File: src/hdl/msseq_pkg.sv
// Package of the motor starter sequencer: codes, widths and shared structs.
// Used by every module of the block; depends on nothing.
package msseq_pkg;

    localparam int COUNT_BITS = 16;
    localparam int CFG_W      = 16;
    localparam int PADDR_W    = 4;

    typedef enum logic [2:0] {
        MODE_OFF      = 3'd0,
        MODE_ACT_LOW  = 3'd1,
        MODE_ON_LOW   = 3'd2,
        MODE_ACT_HIGH = 3'd3,
        MODE_ON_HIGH  = 3'd4,
        MODE_RESET    = 3'd5
    } mode_t;

    typedef enum logic [2:0] {
        ACT_TICK         = 3'd0,
        ACT_ACTIVATE_LOW = 3'd1,
        ACT_ACTIVATE_HI  = 3'd2,
        ACT_RESET_FAULT  = 3'd3,
        ACT_OFF          = 3'd4,
        ACT_SET_FREERUN  = 3'd5
    } action_t;

    // Steps of the activation and fault-reset procedures
    localparam logic [2:0] STEP_ENTRY        = 3'd0;
    localparam logic [2:0] STEP_CLEAR_WAIT   = 3'd1;
    localparam logic [2:0] STEP_FREERUN_WAIT = 3'd2;
    localparam logic [2:0] STEP_RUN          = 3'd3;
    localparam logic [2:0] STEP_SETTLE       = 3'd4;
    localparam logic [2:0] STEP_SPEED_WAIT   = 3'd5;

    // Register indexes on the configuration port
    localparam logic [1:0] REG_SETTLE       = 2'd0;
    localparam logic [1:0] REG_LOW_TIMEOUT  = 2'd1;
    localparam logic [1:0] REG_HIGH_TIMEOUT = 2'd2;

    localparam logic [CFG_W-1:0] SETTLE_RESET  = 16'd7;
    localparam logic [CFG_W-1:0] TIMEOUT_RESET = 16'd334;

    typedef struct packed {
        logic [CFG_W-1:0] settle_ticks;
        logic [CFG_W-1:0] low_timeout_ticks;
        logic [CFG_W-1:0] high_timeout_ticks;
    } cfg_t;

    typedef struct packed {
        logic [2:0] action;
        logic       fault_line;
        logic       speed_ok_line;
        logic       freerun_value;
    } item_t;

    typedef struct packed {
        logic [2:0] step;
        logic [2:0] mode;
        logic       high_speed_out;
        logic       freerun_out;
        logic       run_out;
    } result_t;

endpackage

File: src/hdl/msseq_regs.sv
// Configuration registers of the motor starter sequencer behind an APB-style port.
// Depends on msseq_pkg.
module msseq_regs (
    input  logic                          aclk,
    input  logic                          aresetn,
    input  logic                          psel,
    input  logic                          penable,
    input  logic                          pwrite,
    input  logic [msseq_pkg::PADDR_W-1:0] paddr,
    input  logic [31:0]                   pwdata,
    output logic [31:0]                   prdata,
    output logic                          pready,
    output msseq_pkg::cfg_t               cfg
);
    import msseq_pkg::*;

    cfg_t       cfg_reg;
    cfg_t       cfg_next;
    logic       wr_en;
    logic [1:0] reg_idx;

    assign pready  = 1'b1;
    assign reg_idx = paddr[3:2];
    assign wr_en   = psel & penable & pwrite & pready;

    always_comb begin
        cfg_next = cfg_reg;
        if (wr_en) begin
            case (reg_idx)
                REG_SETTLE:       cfg_next.settle_ticks       = pwdata[CFG_W-1:0];
                REG_LOW_TIMEOUT:  cfg_next.low_timeout_ticks  = pwdata[CFG_W-1:0];
                REG_HIGH_TIMEOUT: cfg_next.high_timeout_ticks = pwdata[CFG_W-1:0];
                default:          cfg_next = cfg_reg;
            endcase
        end
    end

    always_ff @(posedge aclk) begin
        if (!aresetn) begin
            cfg_reg.settle_ticks       <= SETTLE_RESET;
            cfg_reg.low_timeout_ticks  <= TIMEOUT_RESET;
            cfg_reg.high_timeout_ticks <= TIMEOUT_RESET;
        end else begin
            cfg_reg <= cfg_next;
        end
    end

    // read back, unused address reads zero
    always_comb begin
        case (reg_idx)
            REG_SETTLE:       prdata = {16'd0, cfg_reg.settle_ticks};
            REG_LOW_TIMEOUT:  prdata = {16'd0, cfg_reg.low_timeout_ticks};
            REG_HIGH_TIMEOUT: prdata = {16'd0, cfg_reg.high_timeout_ticks};
            default:          prdata = 32'd0;
        endcase
    end

    assign cfg = cfg_reg;

endmodule

File: src/hdl/msseq_core.sv
// Input register and sequencing state machine of the motor starter sequencer.
// Depends on msseq_pkg.
module msseq_core (
    input  logic                aclk,
    input  logic                aresetn,
    input  msseq_pkg::cfg_t     cfg,
    input  logic                item_valid,
    output logic                item_ready,
    input  msseq_pkg::item_t    item,
    output logic                res_push,
    input  logic                res_space,
    output msseq_pkg::result_t  res
);
    import msseq_pkg::*;

    localparam logic [COUNT_BITS-1:0] ONE = COUNT_BITS'(1);

    // input word register
    logic                  in_valid_reg;
    logic                  in_valid_next;
    item_t                 in_reg;
    logic                  advance;

    // sequencer state
    mode_t                 mode_reg,    mode_next;
    logic [2:0]            step_reg,    step_next;
    logic [COUNT_BITS-1:0] wait_reg,    wait_next;
    logic                  run_reg,     run_next;
    logic                  freerun_reg, freerun_next;
    logic                  speed_reg,   speed_next;

    logic                  kill;
    logic                  high;
    logic [COUNT_BITS-1:0] wait_dec;
    logic [COUNT_BITS-1:0] settle_load;
    logic [COUNT_BITS-1:0] timeout_load;

    assign advance       = in_valid_reg & res_space;
    assign item_ready    = ~in_valid_reg | res_space;
    assign in_valid_next = (item_valid & item_ready) | (in_valid_reg & ~advance);

    assign high         = (mode_reg == MODE_ACT_HIGH);
    assign wait_dec     = wait_reg - ONE;
    assign settle_load  = COUNT_BITS'(cfg.settle_ticks);
    assign timeout_load = high ? COUNT_BITS'(cfg.high_timeout_ticks)
                               : COUNT_BITS'(cfg.low_timeout_ticks);

    // next state
    always_comb begin
        mode_next    = mode_reg;
        step_next    = step_reg;
        wait_next    = wait_reg;
        run_next     = run_reg;
        freerun_next = freerun_reg;
        speed_next   = speed_reg;
        kill         = 1'b0;

        case (action_t'(in_reg.action))
            ACT_TICK: begin
                case (mode_reg)
                    MODE_ACT_LOW, MODE_ACT_HIGH: begin
                        case (step_reg)
                            STEP_ENTRY: begin
                                freerun_next = 1'b0;
                                speed_next   = high;
                                if (!high || in_reg.fault_line) begin
                                    run_next = 1'b0;
                                end
                                if (in_reg.fault_line) begin
                                    wait_next = settle_load;
                                    step_next = STEP_CLEAR_WAIT;
                                end else begin
                                    step_next = STEP_RUN;
                                end
                            end
                            STEP_CLEAR_WAIT: begin
                                if (wait_reg != '0) begin
                                    wait_next = wait_dec;
                                end else begin
                                    freerun_next = 1'b1;
                                    wait_next    = settle_load;
                                    step_next    = STEP_FREERUN_WAIT;
                                end
                            end
                            STEP_FREERUN_WAIT: begin
                                if (wait_reg != '0) begin
                                    wait_next = wait_dec;
                                end else if (in_reg.fault_line) begin
                                    kill = 1'b1;
                                end else begin
                                    freerun_next = 1'b0;
                                    step_next    = STEP_RUN;
                                end
                            end
                            STEP_RUN: begin
                                run_next  = 1'b1;
                                wait_next = settle_load;
                                step_next = STEP_SETTLE;
                            end
                            STEP_SETTLE: begin
                                if (wait_reg != '0) begin
                                    wait_next = wait_dec;
                                end else begin
                                    wait_next = timeout_load;
                                    step_next = STEP_SPEED_WAIT;
                                end
                            end
                            STEP_SPEED_WAIT: begin
                                // zero count means no timeout
                                if (wait_reg != '0) begin
                                    wait_next = wait_dec;
                                end
                                if (wait_reg != '0 && wait_dec == '0) begin
                                    kill = 1'b1;
                                end else if (in_reg.fault_line) begin
                                    kill = 1'b1;
                                end else if (in_reg.speed_ok_line) begin
                                    step_next = STEP_ENTRY;
                                    mode_next = high ? MODE_ON_HIGH : MODE_ON_LOW;
                                end
                            end
                            default: ;
                        endcase
                    end
                    MODE_RESET: begin
                        case (step_reg)
                            STEP_ENTRY: begin
                                run_next     = 1'b0;
                                freerun_next = 1'b0;
                                wait_next    = settle_load;
                                step_next    = STEP_CLEAR_WAIT;
                            end
                            STEP_CLEAR_WAIT: begin
                                if (wait_reg != '0) begin
                                    wait_next = wait_dec;
                                end else begin
                                    freerun_next = 1'b1;
                                    wait_next    = settle_load;
                                    step_next    = STEP_FREERUN_WAIT;
                                end
                            end
                            STEP_FREERUN_WAIT: begin
                                if (wait_reg != '0) begin
                                    wait_next = wait_dec;
                                end else begin
                                    kill = 1'b1;
                                end
                            end
                            default: ;
                        endcase
                    end
                    MODE_ON_LOW, MODE_ON_HIGH: begin
                        kill = in_reg.fault_line;
                    end
                    default: ;
                endcase
            end
            ACT_ACTIVATE_LOW: begin
                if (mode_reg == MODE_OFF || mode_reg == MODE_RESET) begin
                    mode_next = MODE_ACT_LOW;
                    step_next = STEP_ENTRY;
                end
            end
            ACT_ACTIVATE_HI: begin
                if (mode_reg != MODE_ACT_HIGH && mode_reg != MODE_ON_HIGH) begin
                    mode_next = MODE_ACT_HIGH;
                    step_next = STEP_ENTRY;
                end
            end
            ACT_RESET_FAULT: begin
                if (mode_reg == MODE_OFF) begin
                    if (in_reg.fault_line) begin
                        mode_next = MODE_RESET;
                        step_next = STEP_ENTRY;
                    end else begin
                        kill = 1'b1;
                    end
                end
            end
            ACT_OFF: begin
                kill = 1'b1;
            end
            ACT_SET_FREERUN: begin
                freerun_next = in_reg.freerun_value;
            end
            default: ;
        endcase

        // turn off: speed select is kept
        if (kill) begin
            run_next     = 1'b0;
            freerun_next = 1'b0;
            mode_next    = MODE_OFF;
            wait_next    = '0;
            step_next    = STEP_ENTRY;
        end
    end

    // result word
    always_comb begin
        res.run_out        = run_next;
        res.freerun_out    = freerun_next;
        res.high_speed_out = speed_next;
        res.mode           = mode_next;
        res.step           = step_next;
    end

    assign res_push = advance;

    always_ff @(posedge aclk) begin
        if (!aresetn) begin
            in_valid_reg <= 1'b0;
            mode_reg     <= MODE_OFF;
            step_reg     <= STEP_ENTRY;
            wait_reg     <= '0;
            run_reg      <= 1'b0;
            freerun_reg  <= 1'b0;
            speed_reg    <= 1'b0;
        end else begin
            in_valid_reg <= in_valid_next;
            if (advance) begin
                mode_reg    <= mode_next;
                step_reg    <= step_next;
                wait_reg    <= wait_next;
                run_reg     <= run_next;
                freerun_reg <= freerun_next;
                speed_reg   <= speed_next;
            end
        end
    end

    always_ff @(posedge aclk) begin
        if (item_valid && item_ready) begin
            in_reg <= item;
        end
    end

endmodule

File: src/hdl/msseq_outq.sv
// Two-word result queue of the motor starter sequencer, decoupling stalls.
// Depends on msseq_pkg.
module msseq_outq (
    input  logic               aclk,
    input  logic               aresetn,
    input  logic               push,
    input  msseq_pkg::result_t push_data,
    output logic               space,
    output logic               m_valid,
    input  logic               m_ready,
    output msseq_pkg::result_t m_data
);
    import msseq_pkg::*;

    result_t    mem [2];
    logic       wr_ptr_reg, wr_ptr_next;
    logic       rd_ptr_reg, rd_ptr_next;
    logic [1:0] count_reg,  count_next;
    logic       pop;

    assign m_valid = (count_reg != 2'd0);
    assign space   = (count_reg != 2'd2);
    assign pop     = m_valid & m_ready;
    assign m_data  = mem[rd_ptr_reg];

    always_comb begin
        wr_ptr_next = wr_ptr_reg ^ push;
        rd_ptr_next = rd_ptr_reg ^ pop;
        count_next  = count_reg + {1'b0, push} - {1'b0, pop};
    end

    always_ff @(posedge aclk) begin
        if (!aresetn) begin
            wr_ptr_reg <= 1'b0;
            rd_ptr_reg <= 1'b0;
            count_reg  <= 2'd0;
        end else begin
            wr_ptr_reg <= wr_ptr_next;
            rd_ptr_reg <= rd_ptr_next;
            count_reg  <= count_next;
        end
    end

    always_ff @(posedge aclk) begin
        if (push) begin
            mem[wr_ptr_reg] <= push_data;
        end
    end

endmodule

File: src/hdl/motor_starter_sequencer.sv
// Top level of the motor starter sequencer: stream ports, APB registers.
// Depends on msseq_pkg, msseq_regs, msseq_core and msseq_outq.
//
// Use: each input word carries an action in s_tuser (tick, activate low,
// activate high, reset fault, off, set free-run) and the sampled fault,
// speed-ok and free-run lines in s_tdata. Every word yields exactly one
// result word on m_: the run, free-run and high-speed drive levels after
// the action, with the current mode and procedure step.
// Path: a taken word is held in the input register, evaluated by the state
// machine and written to the result queue; m_tvalid shows it from there.
// Throughput: one word per cycle while the result queue has space, set by the
// combinational next-state logic between the input register and the result queue.
// Stall: the two-word result queue keeps taking words while the receiver
// holds m_tready low; once both slots and the input register are full,
// s_tready drops and the state machine holds.
// Reset (aresetn low at a clock edge): the starter is off, all drives low,
// queue empty, registers back to settle 7 and timeouts 334 ticks.
// Write registers only while no word is in flight.
module motor_starter_sequencer (
    input  logic                          aclk,
    input  logic                          aresetn,
    // s_tdata: [0] fault_line, [1] speed_ok_line, [2] freerun_value, [7:3] zero
    input  logic [7:0]                    s_tdata,
    // s_tuser: [2:0] action
    input  logic [2:0]                    s_tuser,
    input  logic                          s_tvalid,
    output logic                          s_tready,
    // m_tdata: [0] run_out, [1] freerun_out, [2] high_speed_out,
    //          [5:3] mode, [8:6] step, [15:9] zero
    output logic [15:0]                   m_tdata,
    output logic                          m_tvalid,
    input  logic                          m_tready,
    input  logic                          psel,
    input  logic                          penable,
    input  logic                          pwrite,
    input  logic [msseq_pkg::PADDR_W-1:0] paddr,
    input  logic [31:0]                   pwdata,
    output logic [31:0]                   prdata,
    output logic                          pready
);
    import msseq_pkg::*;

    cfg_t    cfg;
    item_t   item;
    result_t res;
    result_t q_data;
    logic    res_push;
    logic    res_space;

    // unpack the input word
    assign item.action        = s_tuser;
    assign item.fault_line    = s_tdata[0];
    assign item.speed_ok_line = s_tdata[1];
    assign item.freerun_value = s_tdata[2];

    msseq_regs u_regs (
        .aclk    (aclk),
        .aresetn (aresetn),
        .psel    (psel),
        .penable (penable),
        .pwrite  (pwrite),
        .paddr   (paddr),
        .pwdata  (pwdata),
        .prdata  (prdata),
        .pready  (pready),
        .cfg     (cfg)
    );

    msseq_core u_core (
        .aclk       (aclk),
        .aresetn    (aresetn),
        .cfg        (cfg),
        .item_valid (s_tvalid),
        .item_ready (s_tready),
        .item       (item),
        .res_push   (res_push),
        .res_space  (res_space),
        .res        (res)
    );

    msseq_outq u_outq (
        .aclk      (aclk),
        .aresetn   (aresetn),
        .push      (res_push),
        .push_data (res),
        .space     (res_space),
        .m_valid   (m_tvalid),
        .m_ready   (m_tready),
        .m_data    (q_data)
    );

    // pack the result word, zero fill to 16 bits
    assign m_tdata = {7'd0, q_data};

endmodule

File: config.mk
export PLATFORM = sky130hd
export DESIGN_NAME = motor_starter_sequencer
export DESIGN_NICKNAME = d
export VERILOG_FILES = /design/src/hdl/msseq_pkg.sv /design/src/hdl/msseq_regs.sv /design/src/hdl/msseq_core.sv /design/src/hdl/msseq_outq.sv /design/src/hdl/motor_starter_sequencer.sv
export SDC_FILE = /design/constraint.sdc
export NUM_CORES = 1
export LEC_CHECK = 0
export ABC_AREA = 1
export BUFFER_PORTS_ARGS = -buffer_cell sky130_fd_sc_hd__buf_2
export CAP_MARGIN = 0
export CORE_MARGIN = 2
export CORE_UTILIZATION = 53
export CTS_BUF_LIST = sky130_fd_sc_hd__clkbuf_2
export CTS_CLUSTER_SIZE = 30
export DETAILED_ROUTE_END_ITERATION = 8
export GPL_ROUTABILITY_DRIVEN = 0
export PLACE_DENSITY = 0.72
export REMOVE_ABC_BUFFERS = 1
export SYNTH_ARGS = -nofsm -noshare
export SYNTH_HDL_FRONTEND = slang
export SYNTH_SLANG_ARGS = --single-unit
File: constraint.sdc
create_clock -name aclk -period 5.7 [get_ports aclk]
set_clock_uncertainty 0.05 [all_clocks]
set_input_delay 0.285 -clock aclk [delete_from_list [all_inputs] [get_ports aclk]]
set_output_delay 0.285 -clock aclk [all_outputs]
set_load 0.02 [all_outputs]
==> After elaboration in Yosys (flattened, before gate mapping) <==
Memories as Yosys holds them, arrays and structs flattened. A register that Yosys moved wholly into a read port is not among the register bits.
Cells that the tools add are included.
{ "totals": {"ram_bits": 18, "regBits": 84, "inputBits": 54, "wordCells": 148, "out_inout_bits": 51, "memories": 1} }
{ "memory_table": {"columns": ["name", "words", "word_bits", "read_ports", "rd_ports_with_merged_regs", "wr", "line", "source"], "rows": [
  ["u_outq.mem", 2, 9, 1, 1, 1, "msseq_outq.sv:15", "result_t mem [2];"]
]} }
{ "classes": {"n_reduce_logical": 22, "n_bitwise": 12, "n_mux": 70, "addsub": 3, "n_eq_ne": 23} }
{ "ops": {"columns": ["operator", "count"], "rows": [
  ["$mux 16", 7],
  ["$pmux 16 s3", 2],
  ["$pmux 16 s5", 1],
  ["$mux 3", 23],
  ["$pmux 16 s2", 1],
  ["$pmux 3 s4", 2],
  ["$mux 1", 21],
  ["$eq 3x2->1 const B", 6],
  ["$eq 3x3->1 const B", 6],
  ["$pmux 3 s6", 1],
  ["$logic_not 16->1", 1],
  ["$reduce_bool 16->1", 1],
  ["$sub 16x1->16 const B", 1],
  ["$pmux 1 s2", 6],
  ["$pmux 3 s2", 2],
  ["$eq 3x1->1 const B", 3],
  ["$logic_not 3->1", 3],
  ["$pmux 1 s3", 3],
  ["$ne 7x4->1 const B", 1],
  ["$and 1x1->1", 6],
  ["$reduce_and 2->1", 3],
  ["$reduce_and 6->1", 1],
  ["$reduce_or 2->1", 3],
  ["$ne 5x4->1 const B", 1],
  ["18 further kinds", 25]
]} }

==> Logic depth before layout (Yosys ltp) <==
{ "logic_depth": {"word_depth": 9, "depth_mapped": 23, "ltp_nobuf": 22} }

==> Hierarchy <==
A second synthesis with hierarchy kept.
{ "hier_totals": {"hier_cells": 1089, "area_unflattened_um2": 7019.2} }
{ "by_module_without_submodules": {"columns": ["module", "cells_per_inst", "seq_area_each_um2", "n_inst", "area_each_um2"], "rows": [
  ["msseq_core", 657, 700.7, 1, 3683.5],
  ["msseq_regs", 361, 960.9, 1, 2341.0],
  ["msseq_outq", 63, 640.6, 1, 938.4],
  ["motor_starter_sequencer", 8, 0.0, 1, 56.3]
]} }

==> Worst setup path before layout <==
No wires, ideal clock.
{ "synth_path": {"kind": "flip-flop to flip-flop", "from": "register u_core.wait_reg[0]", "to": "memory u_outq.mem[0][7] in the netlist's numbering, data pin", "required_ns": 5.387, "arrival_ns": 2.086, "setup_time_ns": 0.263, "synth_period_minus_slack_ns": 2.399, "path_slack_ns": 3.301, "path_stages_with_launch": 21, "n_path_buf": 1, "cell_sequence": "dfxtp_1 -> inv_1 -> ha_1 -> inv_1 -> nor2_4 -> nand2_1 -> nand2_2 -> nand2_2 -> nor2_1 -> nand2_1 -> nor2_1 -> nand2_1 -> nand2_1 -> nand2_1 -> nand2_1 -> nand2_2 -> nand2_4 -> inv_6 -> buf_2 -> o21ai_0 -> inv_1"} }
{ "synth_lines": {"columns": ["item", "line", "source"], "rows": [
  ["start, declared", "msseq_core.sv:27", "logic [COUNT_BITS-1:0] wait_reg, wait_next;"],
  ["start signal, assigned", "msseq_core.sv:224", "wait_reg <= wait_next;"],
  ["end, declared", "msseq_outq.sv:15", null]
]} }

==> Worst setup path in the final report <==
{ "layout_path": {"from": "register u_core.wait_reg[0]", "to": "register u_core.wait_reg[12]"} }
{ "layout_between": {"elab_chain_len": 9, "word_cells_on_any_way": 25, "classes_between": "1 x add/sub; 3 x eq/ne; 15 x mux; 6 x reduce/logical"} }
{ "layout_lines": {"columns": ["item", "line", "source"], "rows": [
  ["$sub 16x1->16", "msseq_core.sv:43", "assign wait_dec = wait_reg - ONE;"],
  ["$logic_not 16->1", "msseq_core.sv:113", "if (wait_reg != '0 && wait_dec == '0) begin"],
  ["$logic_and 1x1->1", "msseq_core.sv:113", null],
  ["$mux 1", "msseq_core.sv:113", null],
  ["$pmux 1 s2", "msseq_core.sv:62", "case (step_reg)"],
  ["$pmux 1 s3", "msseq_core.sv:60", "case (mode_reg)"],
  ["$pmux 1 s3", "msseq_core.sv:58", "case (action_t'(in_reg.action))"],
  ["$ne 7x4->1 (no line), or another cell as far along", null, null],
  ["$reduce_and 6->1 (no line)", null, null]
]} }
Several ways; a longest one is shown, not always the timed one. The select of a mux whose other input is x is not followed.
A chain may end at the register's enable or synchronous reset.

==> impl_results.md <==
- Count leader, synth: nand2_1
- TritonCTS clock tree: yes
- Worst-path cell chain: inv_1, ha_1, nand3_1, nor2_1, nand2_2, inv_2, a31oi_1, nor3_1, nand2_1, nand2_1, nand2_2, nand2_4, inv_6, nand2_8, nand2_4, nand2_1, nand2_1, nor2_1
- CTS sink cnt: a little over 100
- Status: finished, final reports clean
- Commonest cells in the netlist: nand2_1 (193), inv_1 (114), nor2_1 (99), o21ai_0 (99), dfxtp_1 (79)
- Pin count of the biggest net entering global routing: a little under 80
- Max-cap violations: 0
- VDD IR max: between 150 and 200 uV
- Sequential Area: between 0.002 and 0.0025 mm2
- DRT antenna net count: 0
- CP startpoint kind: flop
- Die area: between 0.01 and 0.015 mm2
- Finished Cell Area: a little over 0.007 mm2
- CTS Hold Bufs: 27
- Root Buffer Master: clkbuf_2
- Antenna cells: 0
- Multi-input logic area: between 0.003 and 0.004 mm2
- Fin. Hold Viols: 0
- Layout Nets: 1084
- Worst setup margin: 2516 ps
- Placed cell count: between 1000 and 1500
- Fraction of layout cells with a size suffix above 1: 11.19%
- Post-CTS setup buffers: 0
- Routed WL per cell: around 15 um
- Initial core utilization: 54.53%
- Drt pass-1 iters: 6
- Mapped Area: approximately 0.0066 mm2
- Initial antenna violation count: 0
- Sequential area share after synthesis: 35.00%
- Die Y: 115.4 um
- CTS Buf Count: 9
- # H-tree levels: 3
- CTS clock-pin slew for the worst setup and hold paths: around 320 ps
- Dpl hpwl: 12.27 mm
- Crit path time final: 3184 ps
- GRT Util Overall: about 27%
- Hold WS: 115.4 ps
- Post-synth EDFFs: 24
- Worst path max stage delay: 410 ps
- Resize count post-CTS: 0
- Crit path max-delay family: simple AND/OR/NAND/NOR gates
- Post-synth top area share: about a quarter
- Drt total wl: ~18 mm
- Async SR Flop Fraction: 0%
- CP dominant cell by count: nand2_1
- Max Freq: around 310 MHz
- DP Area: 0.006832 mm2
- Crit path capture type: flop
- Final non-filler cell total: 1196
- Worst-margin pin slew: 977.3 ps
- Total Power: 2.313 mW
- Port bufs: 57
- Ports: approximately 110
- Unrepaired setup endpoints after global routing: no
- Fill cells: approximately 1200
- Synth top area cells: dfxtp_1 (24%), nand2_1 (11%), edfxtp_1 (11%)
- Horiz. Die Dim: between 100 and 150 um
- Avg Inst Size Synth: 6.795 um2
- Area delta synth->final: 9.930%
- Global-route wire length before repair: between 20 and 30 mm
- Via count: between 6000 and 7000
- Tcrit/Tclk final: 55.86%
- Leading area contributor after synthesis: dfxtp_1
- Crit path kind: flop to flop
- Seq cells post-synth: roughly 100
- Number of remaining DRC errors: 0
- CP required: roughly 6300 ps
- Row count: 40
- Syn. warnings: 0
- Vias per cell: 5.553
- Worst slack, placed: approximately 2600 ps
- Static Leak: 3.242 nW
- Core area: 0.01206 mm2
- CTS Buffer Depth: 2
- Overflow left after global routing: 0
- Power Density: between 300 and 400 mW/mm2
- Max_slew headroom: roughly a third
- Hold crit path type: primary input to flop
- Final Setup Violations: 0
- Vias in the first global route: between 5000 and 6000
- TNS Setup: 0 ps
- Largest register FFs: 48
- Ys flop type: dfxtp_1
- Max FO, Critical Path: 28
- Slowest-stage cell, CP: dfxtp_1
- DRT iter0 DRCs: roughly 780
- Post-synthesis cell count: between 900 and 1000
- Fin util: 59.95%
- Unique masters post-synth: 43
- Data arrival time of the critical path: 3760 ps
- Slew Limit Fails: 0
- Crit path buf inv count: 3
- Worst-skew pair later-pin latency: ~670 ps
## cell families (layout without fill, tap and decap cells)
family          count (synthesis)  count (layout)  share of synthesized area, %
fa+ha+maj                       7               7                         1.331
buf+inv                       187             225                         12.42
mux                             9               9                         1.541
flops                         103             103                         35.00
xor+xnor                        7               7                         1.046
simple gates                  411             411                         27.20
other cells                     2              24                        0.1142
compound gates                242             242                         21.34
## layout make-up
type                            count  share of cell area (%)
Multi-Input combinational cell    700                   48.97
Clock buffer                        9                  0.6229
Clock inverter                      7                   1.159
Inverter                          120                   6.299
Timing Repair Buffer               89                   8.202
Sequential cell                   103                   31.84
Tap cell                          168                   2.907
## worst reg2reg max path, delay by kind of cell, from the launching register on
kind                     cells  cell delay, ps
AO/OA/AOI/OAI                1             130
AND/OR/NAND/NOR             13            1680
flip-flops                   1             410
adder cells (fa/ha/maj)      1             230
buffers and inverters        3             680
## placed cells by master, fill, tap and decap left out, types with 26 or more instances in the layout
master,instances
buf_2,57
nand3_1,72
nor2_1,99
o21ai_0,99
dfxtp_1,79
dlygate4sd3_1,27
nand2_1,193
o211ai_1,26
a21oi_1,75
inv_1,114
## layer usage
metal  wire length [um]  global-route usage [%]  vias up
met4                299                   8.514        0
met2               7495                   39.96      317
met3               1466                   3.690       27
met1               8421                   41.31     2990
li1                   -                       -     3307
met5                  0                       0        -
## path summary, 6_finish.rpt
path	from	end	slack [ps]	cells after the start
worst min-delay path	psel	u_regs.cfg[2]	120	5
worst max-delay path	u_core.wait_reg[0]	u_core.wait_reg[12]	2520	18
worst min register to register	u_outq.rd_ptr_reg	u_outq.rd_ptr_reg	420	1
worst max register to register	u_core.wait_reg[0]	u_core.wait_reg[12]	2520	18
## where the power goes
part / switching (mW) / internal [mW]
Clock: 0.293 / 0.0771
Combinational: 0.740 / 0.323
Sequential: 0.0612 / 0.819
Power figures use the tool's default switching activity.
